--- config.mk ---
export PLATFORM = sky130hd
export DESIGN_NAME = adaptive_weighted_lottery_picker
export DESIGN_NICKNAME = d
export VERILOG_FILES = /design/src/hdl/alwp_pkg.sv /design/src/hdl/alwp_ram.sv /design/src/hdl/alwp_acc.sv /design/src/hdl/adaptive_weighted_lottery_picker.sv
export SDC_FILE = /design/constraint.sdc
export NUM_CORES = 2
export LEC_CHECK = 0
export BUFFER_PORTS_ARGS = -buffer_cell sky130_fd_sc_hd__buf_2
export CELL_PAD_IN_SITES_DETAIL_PLACEMENT = 1
export CELL_PAD_IN_SITES_GLOBAL_PLACEMENT = 2
export CORE_UTILIZATION = 42
export CTS_CLUSTER_SIZE = 16
export DETAILED_ROUTE_END_ITERATION = 6
export GPL_TIMING_DRIVEN = 1
export PLACE_DENSITY = 0.81
export SLEW_MARGIN = 20
export SYNTH_ARGS = -nofsm -noshare
export SYNTH_HDL_FRONTEND = slang
export SYNTH_HIERARCHICAL = 1
export SYNTH_SLANG_ARGS = --single-unit
--- constraint.sdc ---
create_clock -name clk_i -period 7.2 [get_ports clk_i]
set_input_delay 1.44 -clock clk_i [delete_from_list [all_inputs] [get_ports clk_i]]
set_output_delay 1.44 -clock clk_i [all_outputs]
set_load 0.01 [all_outputs]
--- src/hdl/alwp_pkg.sv ---
`timescale 1ns / 1ps

package alwp_pkg;

  // Default sizes of the block.
  localparam int unsigned NUM_ENTRIES_DEF = 16;
  localparam int unsigned WEIGHT_BITS_DEF = 16;
  localparam int unsigned RAND_BITS_DEF   = 24;

  // Fixed widths of the entry index and status fields.
  localparam int unsigned IDX_W    = 4;
  localparam int unsigned STATUS_W = 2;

  // Request types.
  localparam logic REQ_WRITE = 1'b0;
  localparam logic REQ_PICK  = 1'b1;

  // Result status codes.
  localparam logic [STATUS_W-1:0] ST_PICKED  = 2'd0;
  localparam logic [STATUS_W-1:0] ST_EMPTY   = 2'd1;
  localparam logic [STATUS_W-1:0] ST_WRITTEN = 2'd2;

  // Configuration register indexes and reset values.
  localparam logic CFG_WEIGHTED = 1'b0;
  localparam logic CFG_DYNAMIC  = 1'b1;
  localparam logic WEIGHTED_RST = 1'b1;
  localparam logic DYNAMIC_RST  = 1'b0;

  // Control from the sequencer to the accumulate and compare unit.
  typedef struct packed {
    logic clr;
    logic acc_en;
    logic mul_en;
    logic scan_en;
  } acc_ctl_t;

  // Status back from the accumulate and compare unit.
  typedef struct packed {
    logic total_zero;
    logic hit;
  } acc_sts_t;

endpackage

--- src/hdl/alwp_ram.sv ---
`timescale 1ns / 1ps

module alwp_ram #(
  parameter int unsigned WIDTH = 8,
  parameter int unsigned DEPTH = 16
) (
  input  logic                     clk_i,
  input  logic                     we_i,
  input  logic [$clog2(DEPTH)-1:0] waddr_i,
  input  logic [WIDTH-1:0]         wdata_i,
  input  logic                     re_i,
  input  logic [$clog2(DEPTH)-1:0] raddr_i,
  output logic [WIDTH-1:0]         rdata_o
);

  logic [WIDTH-1:0] mem_q [DEPTH];
  logic [WIDTH-1:0] rdata_q;

  always_ff @(posedge clk_i) begin
    if (we_i) begin
      mem_q[waddr_i] <= wdata_i;
    end
    if (re_i) begin
      rdata_q <= mem_q[raddr_i];
    end
  end

  assign rdata_o = rdata_q;

endmodule

--- src/hdl/alwp_acc.sv ---
`timescale 1ns / 1ps

module alwp_acc #(
  parameter int unsigned NUM_ENTRIES = alwp_pkg::NUM_ENTRIES_DEF,
  parameter int unsigned WEIGHT_BITS = alwp_pkg::WEIGHT_BITS_DEF,
  parameter int unsigned RAND_BITS   = alwp_pkg::RAND_BITS_DEF
) (
  input  logic                   clk_i,
  input  logic                   rst_ni,
  input  alwp_pkg::acc_ctl_t     ctl_i,
  input  logic [WEIGHT_BITS-1:0] contrib_i,
  input  logic [RAND_BITS:0]     rnum_i,
  output alwp_pkg::acc_sts_t     sts_o
);

  localparam int unsigned AW = $clog2(NUM_ENTRIES);
  localparam int unsigned TW = WEIGHT_BITS + AW;
  localparam int unsigned PW = TW + RAND_BITS + 1;

  logic [TW-1:0] total_q, total_d;
  logic [TW-1:0] cum_q, cum_d;
  logic [PW-1:0] prod_q;
  logic [PW-1:0] cum_scaled;

  assign total_d    = total_q + TW'(contrib_i);
  assign cum_d      = cum_q + TW'(contrib_i);
  assign cum_scaled = {1'b0, cum_d, {RAND_BITS{1'b0}}};

  always_ff @(posedge clk_i or negedge rst_ni) begin
    if (!rst_ni) begin
      total_q <= '0;
      cum_q   <= '0;
    end else if (ctl_i.clr) begin
      total_q <= '0;
      cum_q   <= '0;
    end else begin
      if (ctl_i.acc_en) begin
        total_q <= total_d;
      end
      if (ctl_i.scan_en) begin
        cum_q <= cum_d;
      end
    end
  end

  // The product of the random numerator and the total is taken once per pick.
  always_ff @(posedge clk_i) begin
    if (ctl_i.mul_en) begin
      prod_q <= PW'(rnum_i) * PW'(total_q);
    end
  end

  assign sts_o.total_zero = (total_q == '0);
  assign sts_o.hit        = ctl_i.scan_en && (cum_scaled >= prod_q);

endmodule

--- src/hdl/adaptive_weighted_lottery_picker.sv ---
`timescale 1ns / 1ps

// Weighted lottery picker. The entry table (weight, minimum, maximum, enable) lives in one
// synchronous RAM of NUM_ENTRIES words, read one word a cycle. A write word stores one entry,
// if its index lies in the table, and goes straight to the final step. A pick word walks the
// table once to form the enabled total, forms the product of the random numerator and the
// total, then walks the table again until the first enabled entry whose cumulative weight
// reaches that share. In dynamic weighted mode the chosen weight is halved unless that takes
// it below a non-zero minimum, and if it is then 1 or below a third walk doubles every weight
// that its ceiling allows. The final step hands the result to the output register. The length
// of a pick is set by the single read port of the table RAM. One word is in work at a time;
// the next word is accepted as soon as the result sits in the output register, even while
// that result is still stalled. Table entries read as zero until first written.
// Configuration registers may only be written while no word is in work.
module adaptive_weighted_lottery_picker #(
  parameter int unsigned NUM_ENTRIES = alwp_pkg::NUM_ENTRIES_DEF,
  parameter int unsigned WEIGHT_BITS = alwp_pkg::WEIGHT_BITS_DEF,
  parameter int unsigned RAND_BITS   = alwp_pkg::RAND_BITS_DEF
) (
  input  logic                            clk_i,
  input  logic                            rst_ni,
  input  logic                            cfg_we_i,
  input  logic                            cfg_idx_i,
  input  logic                            cfg_data_i,
  input  logic                            in_valid_i,
  output logic                            in_stall_o,
  input  logic                            req_type_i,
  input  logic [alwp_pkg::IDX_W-1:0]      entry_index_i,
  input  logic [WEIGHT_BITS-1:0]          entry_weight_i,
  input  logic [WEIGHT_BITS-1:0]          entry_min_i,
  input  logic [WEIGHT_BITS-1:0]          entry_max_i,
  input  logic                            entry_enable_i,
  input  logic [RAND_BITS-1:0]            random_value_i,
  output logic                            out_valid_o,
  input  logic                            out_stall_i,
  output logic [alwp_pkg::IDX_W-1:0]      chosen_index_o,
  output logic [alwp_pkg::STATUS_W-1:0]   status_o
);

  localparam int unsigned AW = $clog2(NUM_ENTRIES);
  localparam int unsigned CW = AW + 1;
  localparam int unsigned W  = WEIGHT_BITS;
  localparam int unsigned DW = 3 * W + 1;
  localparam int unsigned IW = alwp_pkg::IDX_W;

  // Sequencer states.
  localparam logic [2:0] S_IDLE   = 3'd0;
  localparam logic [2:0] S_TOTAL  = 3'd1;
  localparam logic [2:0] S_MUL    = 3'd2;
  localparam logic [2:0] S_SCAN   = 3'd3;
  localparam logic [2:0] S_HALVE  = 3'd4;
  localparam logic [2:0] S_DOUBLE = 3'd5;
  localparam logic [2:0] S_DONE   = 3'd6;

  logic [2:0] state_q, state_d;

  // Configuration registers.
  logic weighted_q, weighted_d;
  logic dynamic_q, dynamic_d;

  // Table walk: read counter, and the tag of the word coming back from the RAM.
  logic [CW-1:0] rd_cnt_q, rd_cnt_d;
  logic          rd_pend_q;
  logic [AW-1:0] rd_tag_q;
  logic          rd_vld_q;
  logic          rd_issue;
  logic          walk_done;

  // Per-entry written flags; an entry never written reads as all zero.
  logic [NUM_ENTRIES-1:0] vld_q, vld_d;

  // Request payload and result being built.
  logic [RAND_BITS:0]            rnum_q;
  logic [AW-1:0]                 pick_idx_q;
  logic [DW-1:0]                 pick_ent_q;
  logic [IW-1:0]                 res_idx_q, res_idx_d;
  logic [alwp_pkg::STATUS_W-1:0] res_sts_q, res_sts_d;

  // Output register.
  logic                          out_valid_q, out_valid_d;
  logic [IW-1:0]                 out_idx_q;
  logic [alwp_pkg::STATUS_W-1:0] out_sts_q;
  logic                          out_load;

  // RAM port signals.
  logic          ram_we;
  logic [AW-1:0] ram_waddr;
  logic [DW-1:0] ram_wdata;
  logic [DW-1:0] ram_rdata;

  // Decoded word from the RAM.
  logic [DW-1:0] ent;
  logic [W-1:0]  ent_w, ent_max;
  logic          ent_en;
  logic [W-1:0]  contrib;

  // Weight updates.
  logic [W-1:0]  pk_w, pk_min, pk_half, pk_new;
  logic [W:0]    dbl;
  logic [W-1:0]  dbl_w;

  // Write request decode.
  logic          in_acc;
  logic          wr_req;
  logic          wr_in_range;
  logic [AW-1:0] wr_addr;
  logic [AW-1:0] idx_addr_w;

  alwp_pkg::acc_ctl_t acc_ctl;
  alwp_pkg::acc_sts_t acc_sts;

  assign in_stall_o = (state_q != S_IDLE);
  assign in_acc     = in_valid_i && !in_stall_o;
  assign wr_req     = in_acc && (req_type_i == alwp_pkg::REQ_WRITE);

  // Index conversion from the fixed 4-bit field to the table address width.
  assign wr_in_range  = (32'(entry_index_i) < 32'(NUM_ENTRIES));
  assign idx_addr_w   = AW'({{AW{1'b0}}, entry_index_i});
  assign wr_addr      = idx_addr_w;

  // Configuration writes.
  always_comb begin
    weighted_d = weighted_q;
    dynamic_d  = dynamic_q;
    if (cfg_we_i) begin
      case (cfg_idx_i)
        alwp_pkg::CFG_WEIGHTED: weighted_d = cfg_data_i;
        alwp_pkg::CFG_DYNAMIC:  dynamic_d  = cfg_data_i;
        default: ;
      endcase
    end
  end

  // The RAM word as seen by the walk; unwritten entries read as zero.
  assign ent     = rd_vld_q ? ram_rdata : '0;
  assign ent_w   = ent[W-1:0];
  assign ent_max = ent[3*W-1:2*W];
  assign ent_en  = ent[3*W];
  assign contrib = ent_en ? (weighted_q ? ent_w : W'(1)) : '0;

  // Halving of the chosen entry, respecting its floor.
  assign pk_w    = pick_ent_q[W-1:0];
  assign pk_min  = pick_ent_q[2*W-1:W];
  assign pk_half = pk_w >> 1;
  assign pk_new  = ((pk_min == '0) || (pk_min <= pk_half)) ? pk_half : pk_w;

  // Doubling of the word coming back during the doubling walk, respecting its ceiling
  // and saturating at the full weight range.
  assign dbl   = {ent_w, 1'b0};
  assign dbl_w = ((ent_max == '0) || ({1'b0, ent_max} >= dbl)) ?
                 (dbl[W] ? {W{1'b1}} : dbl[W-1:0]) : ent_w;

  // A walk issues one read a cycle until every entry has been addressed.
  assign rd_issue  = ((state_q == S_TOTAL) || (state_q == S_SCAN) || (state_q == S_DOUBLE)) &&
                     (rd_cnt_q < CW'(NUM_ENTRIES));
  assign walk_done = (rd_cnt_q == CW'(NUM_ENTRIES)) && !rd_pend_q;

  assign acc_ctl.clr     = in_acc;
  assign acc_ctl.acc_en  = (state_q == S_TOTAL) && rd_pend_q;
  assign acc_ctl.mul_en  = (state_q == S_MUL);
  assign acc_ctl.scan_en = (state_q == S_SCAN) && rd_pend_q;

  // Table write port: entry load from a write word, the halved weight, or a doubled weight.
  always_comb begin
    ram_we    = 1'b0;
    ram_waddr = wr_addr;
    ram_wdata = {entry_enable_i, entry_max_i, entry_min_i, entry_weight_i};
    if (wr_req && wr_in_range) begin
      ram_we = 1'b1;
    end else if (state_q == S_HALVE) begin
      ram_we    = 1'b1;
      ram_waddr = pick_idx_q;
      ram_wdata = {pick_ent_q[3*W:W], pk_new};
    end else if ((state_q == S_DOUBLE) && rd_pend_q) begin
      ram_we    = 1'b1;
      ram_waddr = rd_tag_q;
      ram_wdata = {ent[3*W:W], dbl_w};
    end
  end

  always_comb begin
    vld_d = vld_q;
    if (ram_we) begin
      vld_d[ram_waddr] = 1'b1;
    end
  end

  // Sequencer.
  always_comb begin
    state_d   = state_q;
    rd_cnt_d  = rd_issue ? rd_cnt_q + CW'(1) : rd_cnt_q;
    res_idx_d = res_idx_q;
    res_sts_d = res_sts_q;
    out_load  = 1'b0;
    case (state_q)
      S_IDLE: begin
        rd_cnt_d = '0;
        if (in_acc) begin
          res_idx_d = '0;
          if (req_type_i == alwp_pkg::REQ_WRITE) begin
            res_sts_d = alwp_pkg::ST_WRITTEN;
            state_d   = S_DONE;
          end else begin
            state_d = S_TOTAL;
          end
        end
      end
      S_TOTAL: begin
        if (walk_done) begin
          state_d = S_MUL;
        end
      end
      S_MUL: begin
        rd_cnt_d = '0;
        if (acc_sts.total_zero) begin
          res_sts_d = alwp_pkg::ST_EMPTY;
          state_d   = S_DONE;
        end else begin
          state_d = S_SCAN;
        end
      end
      S_SCAN: begin
        if (acc_ctl.scan_en && ent_en && acc_sts.hit) begin
          res_idx_d = IW'({{IW{1'b0}}, rd_tag_q});
          res_sts_d = alwp_pkg::ST_PICKED;
          state_d   = (weighted_q && dynamic_q) ? S_HALVE : S_DONE;
        end else if (walk_done) begin
          // Cannot happen with a non-zero total; reported as empty for safety.
          res_sts_d = alwp_pkg::ST_EMPTY;
          state_d   = S_DONE;
        end
      end
      S_HALVE: begin
        rd_cnt_d = '0;
        state_d  = (pk_new <= W'(1)) ? S_DOUBLE : S_DONE;
      end
      S_DOUBLE: begin
        if (walk_done) begin
          state_d = S_DONE;
        end
      end
      S_DONE: begin
        if (!out_valid_q || !out_stall_i) begin
          out_load = 1'b1;
          state_d  = S_IDLE;
        end
      end
      default: begin
        state_d = S_IDLE;
      end
    endcase
  end

  always_comb begin
    out_valid_d = out_valid_q;
    if (out_load) begin
      out_valid_d = 1'b1;
    end else if (!out_stall_i) begin
      out_valid_d = 1'b0;
    end
  end

  always_ff @(posedge clk_i or negedge rst_ni) begin
    if (!rst_ni) begin
      state_q     <= S_IDLE;
      weighted_q  <= alwp_pkg::WEIGHTED_RST;
      dynamic_q   <= alwp_pkg::DYNAMIC_RST;
      rd_cnt_q    <= '0;
      rd_pend_q   <= 1'b0;
      vld_q       <= '0;
      out_valid_q <= 1'b0;
    end else begin
      state_q     <= state_d;
      weighted_q  <= weighted_d;
      dynamic_q   <= dynamic_d;
      rd_cnt_q    <= rd_cnt_d;
      rd_pend_q   <= rd_issue;
      vld_q       <= vld_d;
      out_valid_q <= out_valid_d;
    end
  end

  // Payload registers.
  always_ff @(posedge clk_i) begin
    res_idx_q <= res_idx_d;
    res_sts_q <= res_sts_d;
    if (rd_issue) begin
      rd_tag_q <= rd_cnt_q[AW-1:0];
      rd_vld_q <= vld_q[rd_cnt_q[AW-1:0]];
    end
    if (in_acc) begin
      rnum_q <= {1'b0, random_value_i} + (RAND_BITS + 1)'(1);
    end
    if ((state_q == S_SCAN) && acc_ctl.scan_en && ent_en && acc_sts.hit) begin
      pick_idx_q <= rd_tag_q;
      pick_ent_q <= ent;
    end
    if (out_load) begin
      out_idx_q <= res_idx_q;
      out_sts_q <= res_sts_q;
    end
  end

  alwp_ram #(
    .WIDTH (DW),
    .DEPTH (NUM_ENTRIES)
  ) u_table (
    .clk_i   (clk_i),
    .we_i    (ram_we),
    .waddr_i (ram_waddr),
    .wdata_i (ram_wdata),
    .re_i    (rd_issue),
    .raddr_i (rd_cnt_q[AW-1:0]),
    .rdata_o (ram_rdata)
  );

  alwp_acc #(
    .NUM_ENTRIES (NUM_ENTRIES),
    .WEIGHT_BITS (WEIGHT_BITS),
    .RAND_BITS   (RAND_BITS)
  ) u_acc (
    .clk_i     (clk_i),
    .rst_ni    (rst_ni),
    .ctl_i     (acc_ctl),
    .contrib_i (contrib),
    .rnum_i    (rnum_q),
    .sts_o     (acc_sts)
  );

  assign out_valid_o    = out_valid_q;
  assign chosen_index_o = out_idx_q;
  assign status_o       = out_sts_q;

  // The totalling and selection walks only read the table; a write there would corrupt
  // the sums being formed.
  a_no_write_in_walk: assert property (@(posedge clk_i) disable iff (!rst_ni)
    ((state_q == S_TOTAL) || (state_q == S_SCAN) || (state_q == S_MUL)) |-> !ram_we)
    else $error("table written during a read-only walk");

  // The read counter never runs past the end of the table.
  a_rd_cnt_bound: assert property (@(posedge clk_i) disable iff (!rst_ni)
    rd_cnt_q <= CW'(NUM_ENTRIES))
    else $error("table read counter overran");

  // Weight adjustment only happens in dynamic weighted mode.
  a_halve_mode: assert property (@(posedge clk_i) disable iff (!rst_ni)
    (state_q == S_HALVE) |-> (weighted_q && dynamic_q))
    else $error("weight halved outside dynamic weighted mode");

  // Every accepted word puts the sequencer to work, and a result is only loaded from
  // the final step.
  a_accept_busy: assert property (@(posedge clk_i) disable iff (!rst_ni)
    in_acc |=> (state_q != S_IDLE))
    else $error("accepted word did not start work");

  a_load_from_done: assert property (@(posedge clk_i) disable iff (!rst_ni)
    out_load |-> (state_q == S_DONE))
    else $error("result loaded outside the final step");

endmodule
==> impl_metrics.env <==
export IMPL_grt_max_degree=129
export IMPL_fin_crit_sh_pct=98.6
export IMPL_synthTopCellsByCount="edfxtp_1 (973), inv_1 (506), nand2_1 (416), fa_1 (412), and2_1 (283)"
export IMPL_synth_nets=5112
export IMPL_first_global_vias=39323
export IMPL_vias=36464
export IMPL_cap_violations=0
export IMPL_rows=137
export IMPL_dp_slack_ps=-93.9
export IMPL_fin_nets=5233
export IMPL_fin_worst_skew_ps=127
export IMPL_p_total_uw=23300
export IMPL_io_buffers=92
export IMPL_drv_slew=0
export IMPL_status="finished clean"
export IMPL_synth_flop_cell="edfxtp_1"
export IMPL_synthArstFlopShare_pct=6.53
export IMPL_cts_tree="built"
export IMPL_powerDensity_nw_per_um2=348
export IMPL_ys_ff_latch=1041
export IMPL_power_frac_comb_pct=39.4
export IMPL_rsz0062_at_grt="yes"
export IMPL_crit_path_max_fanout=10
export IMPL_insertion_delay_ps=770
export IMPL_critPathKind="reg -> reg"
export IMPL_endpoint_kind="flop"
export IMPL_fill_cells=14096
export IMPL_cts_buffers=108
export IMPL_p_sw_share_pct=36.6
export IMPL_wl_per_cell_um=26.0
export IMPL_via_per_inst=5.64
export IMPL_yosysMostFrequentCell="edfxtp_1"
export IMPL_grt_ovfl_total=0
export IMPL_ys_seq_area_share_pct=51.8
export IMPL_p_seq_share_pct=35.6
export IMPL_ys_warnings_count=6
export IMPL_timing_final_ws_setup_ps=100
export IMPL_worstPathArrival_ps=7490
export IMPL_drive_above_1_share_pct=15.6
export IMPL_wl_um=168000
export IMPL_synth_top_area_cell="edfxtp_1"
export IMPL_yosysUniqueCellTypes=81
export IMPL_synth_area_um2=59700
export IMPL_placed_area_um2=62800
export IMPL_rr_startpoint="rnum_q[12]"
export IMPL_clk_path_buf_depth=3
export IMPL_multi_input_area_um2=26300
export IMPL_core_area_um2=140000
export IMPL_clkPwrFrac_pct=24.9
export IMPL_netlist_top_cells_area="edfxtp_1 (49%), fa_1 (14%), mux4_2 (7.6%)"
export IMPL_crit_required_ps=7590
export IMPL_synth_avg_cell_area_um2=13.6
export IMPL_dr_pass1_iters=5
export IMPL_dieHeight_um=379
export IMPL_seqCellArea_um2=30900
export IMPL_dp_hpwl_um=112000
export IMPL_fin_area_um2=67000
export IMPL_synth_enable_flop_cells=973
export IMPL_die_w_um=379
export IMPL_ctsHoldBuffers=0
export IMPL_drt_initial_drc_count=2959
export IMPL_clkSlewWorstSetupHoldPaths_ps=60
export IMPL_min_from="res_sts_q[0]"
export IMPL_ir_drop_uv=311
export IMPL_grt_first_pass_wirelength_um=253000
export IMPL_clock_sinks=1041
export IMPL_leakagePower_uw=0.0259
export IMPL_initial_core_util_pct=42.6
export IMPL_htreeDepth=3
export IMPL_synth_top_area_share_pct=48.9
export IMPL_finalSetupViolations=0
export IMPL_area_delta_synth_final_pct=12.2
export IMPL_p_switching_uw=8540
export IMPL_antenna_found_initial=7
export IMPL_drc=0
export IMPL_worst_slew_pin_slew_ps=1240
export IMPL_gp_congestion=0.842
export IMPL_root_buffer="clkbuf_16"
export IMPL_hold_viol_final=0
export IMPL_antenna_left=0
export IMPL_holdCritPathClass="reg -> reg"
export IMPL_die_area_um2=144000
export IMPL_min_period_ps=7100
export IMPL_grt_util_all_layers_pct=23.8
export IMPL_cp_start_kind="flop"
export IMPL_critPathLaunch="rnum_q[12]"
export IMPL_relSlewSlack_pct=17.0
export IMPL_p_int_uw=14800
export IMPL_io_pins=93
export IMPL_netlist_instances=4375
export IMPL_fmax_mhz=141
[power by group through the flow]
| stage | Sequential [uW] | Combinational (uW) | Clock [uW] |
|---|---|---|---|
| floorplan | 8120 | 6210 | 0 |
| global placement | 8420 | 8510 | 0 |
| detailed placement | 8450 | 8780 | 0 |
| CTS | 8320 | 8930 | 5920 |
| global route | 8370 | 10100 | 6100 |
| finish | 8310 | 9190 | 5820 |
[stage by stage]
step / instances / hold WS [ps] / setup TNS [ps] / utilization (%)
after floorplan: 4375 / 400 / 0 / -
after global placement: 6236 / 407 / -45.5 / 44.8
after detailed placement: 6236 / 408 / -288 / 44.8
after CTS: 6450 / 425 / 0 / 47.5
after global routing: 6464 / 436 / -114 / 47.8
final: 6465 / 424 / 0 / 47.8
[cells in the final DEF (no fill, tap or decap), types with 91 or more instances in the layout]
cell type / instances
buf_2: 91
buf_4: 138
ha_1: 231
nor2_1: 196
nand2_1: 414
and2_1: 281
inv_1: 505
edfxtp_1: 973
fa_1: 406
clkbuf_16: 108
mux4_2: 201
a22oi_1: 99
[critical path, stage by stage, from the launching register on]
cell	delay [ps]
edfxtp_1	510
buf_6	190
buf_4	190
and2_1	190
fa_1	530
inv_1	50
fa_1	420
fa_1	490
inv_1	60
fa_1	550
fa_1	450
fa_1	500
fa_1	530
ha_2	330
a21oi_2	200
o21ai_1	140
a2111o_1	420
a211oi_2	280
buf_4	180
o21ai_0	110
a21oi_2	200
o21bai_1	110
xor2_1	150
[metal layers]
layer	wire length (um)	vias to the layer above	GRT usage, %
met5	13	-	0
met4	4350	2	6.56
met3	9160	258	3.06
met2	85600	1141	41.3
met1	69200	19335	31.3
li1	-	15728	-
[final cells by class]
type / count / area share, %
tap: 1876 / 3.50
inverter: 508 / 2.85
timing repair buffer: 248 / 2.70
multi-input combinational: 2589 / 39.2
sequential: 1041 / 46.2
clock buffer: 127 / 4.16
clock inverter: 75 / 1.38
antenna: 1 / 0.00374
[state kept, by name, indices dropped and copies added (netlist names)]
signal and count:
chosen_index_o 4, state_q 3, out_valid_o 1, pick_ent_q 49
u_table/mem_q 784, rnum_q 25, u_table/rdata_o 49, status_o 2
dynamic_q 1, u_acc/total_q 20, weighted_q 1, vld_q 16
rd_cnt_q 5, res_idx_q 4, rd_tag_q 4, u_acc/cum_q 20
u_acc/prod_q 45, rd_vld_q 1, res_sts_q 2, rd_pend_q 1
pick_idx_q 4
[cell families (layout without fill, tap and decap cells)]
kind of cell,Yosys count,in the layout,share of synthesized area [%]
muxes,242,242,8.28
DFF,1041,1041,51.8
buffers and inverters,745,958,4.92
adders and majority gates,652,652,18.8
AOI/OAI and AO/OA,491,491,5.80
and+or+nand+nor,1111,1111,9.00
other,0,1,0
xor gates and xnor gates,93,93,1.36
[worst paths after layout]
check                               endpoint  slack [ps]  depth (start not counted)
min                              status_o[0]         420                          0
max in group asynchronous  u_acc/total_q[16]        5450                          2
min reg2reg                      status_o[0]         420                          0
max                         u_acc/prod_q[37]         100                         22
min in group asynchronous          vld_q[13]         530                          1
max reg2reg                 u_acc/prod_q[37]         100                         22
[repair_timing]
action                                  4_1_cts  5_1_grt
endpoints found under the hold margin         0        0
setup buffers                                12       12
pin swaps                                     0       20
gates resized for setup                      11       60
endpoints found under the setup margin       12       12
cloned                                        0        0
(Power assumes the default switching activity.)
